### src/sv/wsfu_pkg.sv
// Shared types and constants for the frame unmasker.
package wsfu_pkg;

	localparam logic [7:0] TEXT_FINAL = 8'd129;
	localparam logic [7:0] MASK_BIT   = 8'h80;
	localparam logic [7:0] LEN_CODE   = 8'h7F;
	localparam logic [6:0] LEN_CODE16 = 7'd126;
	localparam logic [6:0] LEN_CODE64 = 7'd127;
	localparam logic [3:0] EXT16_BYTES = 4'd2;
	localparam logic [3:0] EXT64_BYTES = 4'd8;
	localparam logic [3:0] KEY_BYTES   = 4'd4;

	typedef enum logic [2:0] {
		PH_FIRST   = 3'd0,
		PH_SECOND  = 3'd1,
		PH_EXTLEN  = 3'd2,
		PH_KEY     = 3'd3,
		PH_PAYLOAD = 3'd4,
		PH_PASS    = 3'd5
	} phase_t;

	typedef enum logic [1:0] {
		KIND_PASS   = 2'd0,
		KIND_MASKED = 2'd1,
		KIND_PLAIN  = 2'd2
	} kind_t;

	typedef struct packed {
		logic [7:0] out_byte;
		logic       out_valid;
		logic       out_last;
		logic [1:0] frame_kind;
	} result_t;

endpackage

### src/sv/wsfu_parser.sv
// Header parser, length tracking and payload unmask logic.
module wsfu_parser #(
	parameter int LENGTH_BITS = 64
) (
	input  logic              clk,
	input  logic              arst_n,
	input  logic              accept,
	input  logic [7:0]        in_byte,
	input  logic              end_of_message,
	output wsfu_pkg::result_t result
);

	wsfu_pkg::phase_t phase_q, phase_d;
	wsfu_pkg::kind_t  kind_q, kind_d;
	logic [3:0]             hdr_left_q, hdr_left_d;
	logic [LENGTH_BITS-1:0] remain_q, remain_d;
	logic [31:0]            key_q, key_d;
	logic [1:0]             key_idx_q, key_idx_d;
	logic [3:0]             hdr_dec;
	logic [6:0]             code;

	assign hdr_dec = hdr_left_q - 4'd1;
	assign code    = in_byte[6:0] & wsfu_pkg::LEN_CODE[6:0];

	always_comb begin
		phase_d    = phase_q;
		kind_d     = kind_q;
		hdr_left_d = hdr_left_q;
		remain_d   = remain_q;
		key_d      = key_q;
		key_idx_d  = key_idx_q;
		result     = '0;
		unique case (phase_q)
			wsfu_pkg::PH_FIRST: begin
				kind_d = wsfu_pkg::KIND_PASS;
				if (in_byte == wsfu_pkg::TEXT_FINAL) begin
					phase_d = wsfu_pkg::PH_SECOND;
				end else begin
					phase_d          = wsfu_pkg::PH_PASS;
					result.out_byte  = in_byte;
					result.out_valid = 1'b1;
				end
			end
			wsfu_pkg::PH_SECOND: begin
				kind_d = ((in_byte & wsfu_pkg::MASK_BIT) != 8'd0) ?
					wsfu_pkg::KIND_MASKED : wsfu_pkg::KIND_PLAIN;
				remain_d = '0;
				if (code == wsfu_pkg::LEN_CODE16) begin
					phase_d    = wsfu_pkg::PH_EXTLEN;
					hdr_left_d = wsfu_pkg::EXT16_BYTES;
				end else if (code == wsfu_pkg::LEN_CODE64) begin
					phase_d    = wsfu_pkg::PH_EXTLEN;
					hdr_left_d = wsfu_pkg::EXT64_BYTES;
				end else begin
					remain_d = LENGTH_BITS'(code);
					if (kind_d == wsfu_pkg::KIND_MASKED) begin
						phase_d    = wsfu_pkg::PH_KEY;
						hdr_left_d = wsfu_pkg::KEY_BYTES;
					end else begin
						phase_d    = wsfu_pkg::PH_PAYLOAD;
						hdr_left_d = 4'd0;
					end
				end
			end
			wsfu_pkg::PH_EXTLEN: begin
				if (remain_q[LENGTH_BITS-1 -: 8] != 8'd0) begin
					remain_d = {LENGTH_BITS{1'b1}};
				end else begin
					remain_d = {remain_q[LENGTH_BITS-9:0], in_byte};
				end
				hdr_left_d = hdr_dec;
				if (hdr_dec == 4'd0) begin
					if (kind_q == wsfu_pkg::KIND_MASKED) begin
						phase_d    = wsfu_pkg::PH_KEY;
						hdr_left_d = wsfu_pkg::KEY_BYTES;
					end else begin
						phase_d    = wsfu_pkg::PH_PAYLOAD;
						hdr_left_d = 4'd0;
					end
				end
			end
			wsfu_pkg::PH_KEY: begin
				key_d      = {key_q[23:0], in_byte};
				hdr_left_d = hdr_dec;
				if (hdr_dec == 4'd0) begin
					phase_d   = wsfu_pkg::PH_PAYLOAD;
					key_idx_d = 2'd0;
				end
			end
			wsfu_pkg::PH_PAYLOAD: begin
				if (kind_q == wsfu_pkg::KIND_MASKED) begin
					if (remain_q != '0) begin
						result.out_byte  = in_byte ^ key_q[{~key_idx_q, 3'b000} +: 8];
						result.out_valid = 1'b1;
						key_idx_d        = key_idx_q + 2'd1;
						remain_d         = remain_q - LENGTH_BITS'(1);
					end
				end else begin
					result.out_byte  = in_byte;
					result.out_valid = 1'b1;
				end
			end
			default: begin
				result.out_byte  = in_byte;
				result.out_valid = 1'b1;
			end
		endcase
		result.out_last   = end_of_message;
		result.frame_kind = kind_d;
	end

	always_ff @(posedge clk or negedge arst_n) begin
		if (!arst_n) begin
			phase_q    <= wsfu_pkg::PH_FIRST;
			kind_q     <= wsfu_pkg::KIND_PASS;
			hdr_left_q <= '0;
			remain_q   <= '0;
			key_q      <= '0;
			key_idx_q  <= '0;
		end else if (accept) begin
			if (end_of_message) begin
				phase_q    <= wsfu_pkg::PH_FIRST;
				kind_q     <= wsfu_pkg::KIND_PASS;
				hdr_left_q <= '0;
				remain_q   <= '0;
				key_q      <= '0;
				key_idx_q  <= '0;
			end else begin
				phase_q    <= phase_d;
				kind_q     <= kind_d;
				hdr_left_q <= hdr_left_d;
				remain_q   <= remain_d;
				key_q      <= key_d;
				key_idx_q  <= key_idx_d;
			end
		end
	end

	a_clear_on_last: assert property (@(posedge clk) disable iff (!arst_n)
		accept && end_of_message |=> phase_q == wsfu_pkg::PH_FIRST)
		else $error("state not cleared after last word");

	a_key_masked: assert property (@(posedge clk) disable iff (!arst_n)
		phase_q == wsfu_pkg::PH_KEY |-> kind_q == wsfu_pkg::KIND_MASKED)
		else $error("key phase in unmasked frame");

	a_hdr_count: assert property (@(posedge clk) disable iff (!arst_n)
		(phase_q == wsfu_pkg::PH_EXTLEN || phase_q == wsfu_pkg::PH_KEY)
		|-> hdr_left_q != 4'd0)
		else $error("header count empty inside header");

endmodule

### src/sv/wsfu_out_reg.sv
// Result register that decouples the receiver from the parser.
module wsfu_out_reg (
	input  logic              clk,
	input  logic              arst_n,
	input  logic              load_valid,
	output logic              load_ready,
	input  wsfu_pkg::result_t load_data,
	output logic              res_valid,
	input  logic              res_ready,
	output wsfu_pkg::result_t res_data
);

	logic              valid_s1;
	wsfu_pkg::result_t data_s1;

	assign load_ready = !valid_s1 || res_ready;
	assign res_valid  = valid_s1;
	assign res_data   = data_s1;

	always_ff @(posedge clk or negedge arst_n) begin
		if (!arst_n) begin
			valid_s1 <= 1'b0;
		end else if (load_ready) begin
			valid_s1 <= load_valid;
		end
	end

	always_ff @(posedge clk) begin
		if (load_ready && load_valid) begin
			data_s1 <= load_data;
		end
	end

endmodule

### src/sv/websocket_frame_unmasker.sv
// Top level of the frame unmasker: parser plus result register.
//
// Input channel: in_valid/in_ready carry one received word (in_byte) and
// end_of_message, which marks the final word of a message.
// Result channel: res_valid/res_ready carry exactly one result per input word:
// out_byte, out_valid (out_byte holds payload), out_last and frame_kind.
// Each result is registered: it is shown on res_valid the cycle after its word is taken.
// Throughput: one word per cycle unless a result waits with res_ready low; header parse,
// length count and the key XOR are all combinational ahead of the result register.
// The 64-bit style length decrement is the longest path.
// Stall: while a result waits and res_ready is low, in_ready drops; when
// res_ready is high a new word is taken in the same cycle the old result goes.
// Reset: arst_n clears the parser to expect the first header word and empties
// the result register. State also clears after each word marked end_of_message.
module websocket_frame_unmasker #(
	parameter int LENGTH_BITS = 64
) (
	input  logic       clk,
	input  logic       arst_n,
	input  logic       in_valid,
	output logic       in_ready,
	input  logic [7:0] in_byte,
	input  logic       end_of_message,
	output logic       res_valid,
	input  logic       res_ready,
	output logic [7:0] out_byte,
	output logic       out_valid,
	output logic       out_last,
	output logic [1:0] frame_kind
);

	wsfu_pkg::result_t parse_res;
	wsfu_pkg::result_t res_data;
	logic              accept;

	assign accept = in_valid && in_ready;

	wsfu_parser #(
		.LENGTH_BITS(LENGTH_BITS)
	) u_parser (
		.clk            (clk),
		.arst_n         (arst_n),
		.accept         (accept),
		.in_byte        (in_byte),
		.end_of_message (end_of_message),
		.result         (parse_res)
	);

	wsfu_out_reg u_out_reg (
		.clk        (clk),
		.arst_n     (arst_n),
		.load_valid (in_valid),
		.load_ready (in_ready),
		.load_data  (parse_res),
		.res_valid  (res_valid),
		.res_ready  (res_ready),
		.res_data   (res_data)
	);

	assign out_byte   = res_data.out_byte;
	assign out_valid  = res_data.out_valid;
	assign out_last   = res_data.out_last;
	assign frame_kind = res_data.frame_kind;

	a_dropped_zero: assert property (@(posedge clk) disable iff (!arst_n)
		res_valid && !out_valid |-> out_byte == 8'd0)
		else $error("dropped word carries data");

	a_passthrough_kind: assert property (@(posedge clk) disable iff (!arst_n)
		accept && !end_of_message && in_byte != wsfu_pkg::TEXT_FINAL
		&& $past(accept && end_of_message) |=> frame_kind == wsfu_pkg::KIND_PASS)
		else $error("non-text frame reported as text");

	a_take_on_drain: assert property (@(posedge clk) disable iff (!arst_n)
		res_valid && res_ready |-> in_ready)
		else $error("input blocked while result drains");

endmodule
### config.mk
export PLATFORM = sky130hd
export DESIGN_NAME = websocket_frame_unmasker
export DESIGN_NICKNAME = d
export VERILOG_FILES = /design/src/sv/wsfu_pkg.sv /design/src/sv/wsfu_parser.sv /design/src/sv/wsfu_out_reg.sv /design/src/sv/websocket_frame_unmasker.sv
export SDC_FILE = /design/constraint.sdc
export NUM_CORES = 1
export LEC_CHECK = 0
export BUFFER_PORTS_ARGS = -buffer_cell sky130_fd_sc_hd__buf_2
export CORE_MARGIN = 2
export CORE_UTILIZATION = 25
export CTS_CLUSTER_SIZE = 28
export DETAILED_ROUTE_END_ITERATION = 6
export PLACE_DENSITY = 0.43
export SETUP_SLACK_MARGIN = 0.5
export SLEW_MARGIN = 20
export SYNTH_ARGS = -nofsm -noshare
export SYNTH_HDL_FRONTEND = slang
export SYNTH_SLANG_ARGS = --single-unit
export TNS_END_PERCENT = 10
### constraint.sdc
create_clock -name clk -period 3.1 [get_ports clk]
set_input_delay 0.62 -clock clk [delete_from_list [all_inputs] [get_ports clk]]
set_output_delay 0.62 -clock clk [all_outputs]
set_load 0.02 [all_outputs]
# Yosys cells after proc, flatten, opt, wreduce, memory -nomap -nowiden
# Index checks and enable logic that the tools add are counted.
dict set report totals {
  mem_count 0
  mem_bits_ro 0
  output_inout_bits 14
  ram_bits 0
  reg_bits 120
  latch_bits 0
  in_bits 13
}
dict set report op_classes {
  n_shift 1
  n_lt_le_gt_ge 0
  muxes 37
  n_mul 0
  n_eq_ne 13
  bitwise_logic 2
  n_addsub 3
  reduce_logical 18
  div_mod_pow 0
}
# cell n
set ops {}
lappend ops {{$mux 64} 5}
lappend ops {{$pmux 64 s3} 1}
lappend ops {{$mux 32} 2}
lappend ops {{$reduce_bool 64->1} 1}
lappend ops {{$sub 64x1->64 const B} 1}
lappend ops {{$shiftx 32x6->8} 1}
lappend ops {{$mux 3} 10}
lappend ops {{$mux 9} 3}
lappend ops {{$pmux 9 s3} 1}
lappend ops {{$mux 4} 4}
lappend ops {{$eq 7x7->1 const B} 2}
lappend ops {{$mux 2} 6}
lappend ops {{$ne 3x2->1 const B} 4}
lappend ops {{$pmux 3 s4} 1}
lappend ops {{$pmux 4 s3} 1}
lappend ops {{$eq 8x8->1 const B} 1}
lappend ops {{$pmux 2 s2} 2}
lappend ops {{$reduce_and 4->1} 2}
lappend ops {{$reduce_bool 4->1} 2}
lappend ops {{$reduce_bool 8->1} 1}
lappend ops {{$xor 8x8->8} 1}
lappend ops {{$mux 7} 1}
lappend ops {{$eq 3x2->1 const B} 2}
lappend ops {{$reduce_and 5->1} 1}
lappend ops {{other kinds (16)} 18}

# Logic depth before layout (Yosys ltp)
dict set report logic_depth {
  ltp_word 7
  mapped_depth 10
}

# Modules after synthesis
# A second synthesis with hierarchy kept.
dict set report hier_totals {
  cells_unflattened 855
  hier_area_um2 7365.8
}
# module cells_per_inst area_per_inst_um2 instances
set modules_own_cells {}
lappend modules_own_cells {wsfu_parser 838 6945.4 1}
lappend modules_own_cells {wsfu_out_reg 16 414.1 1}
lappend modules_own_cells {websocket_frame_unmasker 1 6.3 1}

# Worst setup path after synthesis
# OpenSTA, ideal clock, no wires.
dict set report synth_path {
  kind {reg-to-reg}
  start {register u_parser.remain_q[25]}
  end {register u_out_reg.data_s1, in the netlist u_out_reg.res_data[7], data pin}
  t_arrival_ns 2.550
  n_path_buf 1
  period_less_slack_ns 2.821
  path_stages_with_launch 8
  slack_ns 0.279
  required_ns 2.829
  cell_sequence {dfrtp_1 > or4_4 > or4_1 > nor3_2 > nand3_1 > clkbuf_1 > a31oi_1 > a31oi_1}
}
# element line_no
set synth_lines {}
lappend synth_lines {{from (decl)} wsfu_parser.sv:16} ;# logic [LENGTH_BITS-1:0] remain_q, remain_d;
lappend synth_lines {{from (signal assigned)} wsfu_parser.sv:132} ;# remain_q <= remain_d;
lappend synth_lines {{to (signal assigned)} wsfu_out_reg.sv:30} ;# data_s1 <= load_data;
lappend synth_lines {{to (decl)} wsfu_out_reg.sv:14} ;# wsfu_pkg::result_t data_s1;

# Final worst setup path
dict set report layout_path {
  start {register u_parser.remain_q[37]}
  end {register u_parser.remain_q[51]}
}
dict set report layout_via {
  elab_chain_cells 5
}
# element line_no
set layout_rtl {}
lappend layout_rtl {{$sub 64x1->64} wsfu_parser.sv:96} ;# remain_d = remain_q - LENGTH_BITS'(1);
lappend layout_rtl {{$mux 64} wsfu_parser.sv:92} ;# if (remain_q != '0) begin
lappend layout_rtl {{$mux 64} wsfu_parser.sv:91} ;# if (kind_q == wsfu_pkg::KIND_MASKED) begin
lappend layout_rtl {{$pmux 64 s3} wsfu_parser.sv:33} ;# unique case (phase_q)
lappend layout_rtl {{$mux 64} wsfu_parser.sv:121} ;# if (end_of_message) begin
# Parallel ways exist; a longest one is shown, timed or not. The select of a mux whose other input is x is not followed.
# A chain may end at the register's enable or synchronous reset.

==> flow_summary.ini <==
[synth]
avgSynthCellArea_um2 = 8.94
synth_top_area_share_pct = 36.1
synth_edf_count = 12
synthTopCellsByArea = dfrtp_1 36%, a22o_1 8.9%, o21ai_0 6.4%, edfxtp_1 4.8%, nand2_1 3.7%
yosysSeqAreaShare_pct = 41.0
synth_cell_type_count = 70
synth_warnings = 0
ys_seq_elements = 120
syn_area_um2 = 7480
yosys.area.top_type = dfrtp_1
ys.flop_type = dfrtp_1
synthArstFlopShare_pct = 90.0
syn_nets = 853
netlist_instances = 836

[critical_path]
end_kind = flip-flop
slowest_delay_ns = 0.56
cp_top_family = simple AND/OR/NAND/NOR gates
required_ns = 3.42
ff2ff_path_depth = 8
startpoint_type = flip-flop
crit_path_top_delay_cell = or4_4
r2r_slack_ns = 0.28
cp_data_arrival_time_ns = 3.14
crit_fanout = 9
cpMostUsedCell = or4_4
worstSetupPathType = flip-flop to flip-flop
r2r-end = u_parser.remain_q[51]
rr_startpoint = u_parser.remain_q[37]
path_buf_inv = 2
path_cells = or4_4 > or4_4 > or3_4 > o21ai_4 > buf_6 > buf_12 > o21ai_1 > a22o_1

[run_status]
outcome = complete, no violations

[final_layout]
final_common_cell = dfrtp_1
layout_common_cells = 105 x dfrtp_1, 95 x o21ai_0, 76 x a22o_1
fin_nets = 917
fill_cells = 3106
drive_gt1_share_pct = 21.7
diodes = 0
area_delta_synth_final_pct = 25.4

[detailed_routing]
drc_errors = 0
ant_nets = 0
vias = 7334
wl_per_cell_um = 20.8
vias_per_cell = 5.63
drt_wl_total_um = 27100
drtIter0Drc = 611
first_pass_iters = 5

[die]
die_y_um = 177
ios = 27
core_um2 = 29600
row_count = 63
start_util_pct = 25.3
die-area_um2 = 31300
dieWidth_um = 177

[sta]
drv_slew = 0
tightest_slew_ns = 0.770
rsz0062_at_grt = true
max_freq_mhz = 355
final_hold_viol_count = 0
hold_ws_ns = 0.222
fin_skew_ns = 0.0108
timing.final.crit_share_pct = 90.8
min_period_ns = 2.82
max_slew_margin_pct = 48.2
setup_tns_ns = 0
setup_viol = 0

[placed_design]
port_buffers = 26
place_congestion = 0.801
dp_hpwl_um = 17600

[clock_network]
clk_latency_ns = 0.43
cts_made_buffers = 17
cts.clk_slew.worst_paths_ns = 0.06
cts.sinks = 120
cts_tree = built
root_buffer = clkbuf_16
cts_buffer_depth = 2
holdBufCountCts = 0
h-tree-depth = 4

[power]
p_per_area_nw_per_um2 = 703
peakVddDrop_mv = 0.414
p_leak_uw = 0.00403

[global_route]
gr-total-overflow = 0
grt_max_degree = 51
grt_antenna_before_repair = 0
grtUsageTotal_pct = 17.7
grt_pass1_vias = 7162
grt_pass1_wl_um = 42900

[run]
maxCapViolCount = 0

[min_path]
hold_class = primary input to asynchronous set/reset pin
[report_power, final]
| part | switching, uW | total, uW | internal [uW] |
|---|---|---|---|
| clock network | 791 | 2220 | 1430 |
| registers | 158 | 1840 | 1680 |
| logic | 1580 | 2530 | 953 |
| total | 2530 | 6590 | 4060 |
[sequential cells by signal (all words and copies together), names as in the netlist]
register             count
u_parser.phase_q         3
u_parser.remain_q       64
u_parser.kind_q          2
u_parser.hdr_left_q      4
u_out_reg.res_valid      1
u_parser.key_q          32
u_out_reg.res_data      12
u_parser.key_idx_q       2
[metrics by stage]
stage	cells	utilization, %	instance area, um2	setup WS, ns	power (uW)
3_3_place_gp	1254	28.5	8440	0.131	4230
5_1_grt	1303	31.7	9380	0.231	6960
4_1_cts	1297	31.3	9240	0.285	6510
2_1_floorplan	836	-	7510	0.351	3330
3_5_place_dp	1254	28.5	8440	0.134	4230
6_report	1303	31.7	9380	0.284	6590
[Yosys cell counts (8+ instances only)]
master      n
edfxtp_1   12
buf_2       9
a22o_1     76
o21ai_1    33
nor2_1     47
o21ai_0    95
nand3_1    13
o41ai_1    12
inv_1      15
nor3_1     29
or4_1      20
or3_1      19
nand4_1    11
nor4_1     24
and2_1     13
a21oi_1    16
mux4_2      8
clkbuf_1   52
dfrtp_1   108
nand2_1    74
a31oi_1    18
o31ai_1    30
[repair_timing]
item / CTS / global route
gates resized for setup: 14 / 17
endpoints found under the setup margin: 72 / 72
pin swaps: 6 / 8
buffers inserted: 9 / 4
hold endpoints to repair: 0 / 0
cloned: 2 / 2
[final cells by class]
type                    count  area [um2]  share of cell area [%]
repair buffers            109         861                    9.18
multi-input cells         636        4260                    45.5
clock buffers              20         437                    4.66
clock inverters            12         200                    2.14
inverters                  16        60.1                   0.641
flip-flops and latches    120        3070                    32.7
well taps                 390         488                    5.20
[worst max path at each step]
stage / startpoint / end / slack (ns) / cells after the start
after floorplan: end_of_message / u_parser.remain_q[30] / 0.35 / 9
after global placement: u_parser.remain_q[0] / u_parser.remain_q[52] / 0.13 / 8
after detailed placement: u_parser.remain_q[0] / u_parser.remain_q[52] / 0.13 / 8
after CTS: u_parser.remain_q[37] / u_parser.remain_q[51] / 0.28 / 8
after global routing: u_parser.remain_q[29] / u_parser.remain_q[8] / 0.23 / 8
final: u_parser.remain_q[37] / u_parser.remain_q[51] / 0.28 / 8
[cells by family after synthesis]
group	after synthesis	synth area share, %
mux	9	2.54
fa+ha+maj	4	0.669
flops	120	41.0
xor+xnor	5	0.586
buf+inv	82	4.38
simple gates	289	20.9
compound gates	327	29.9
[per-layer routing]
layer	track usage [%]	routed length, um	part of all wire (%)	vias to the layer above
met2	27.0	12300	45	210
met5	0	0	0	-
met3	2.58	1140	4.2	25
met4	5.65	376	1.4	0
li1	-	-	-	3385
met1	25.6	13300	49	3714
(Power assumes the default switching activity.)
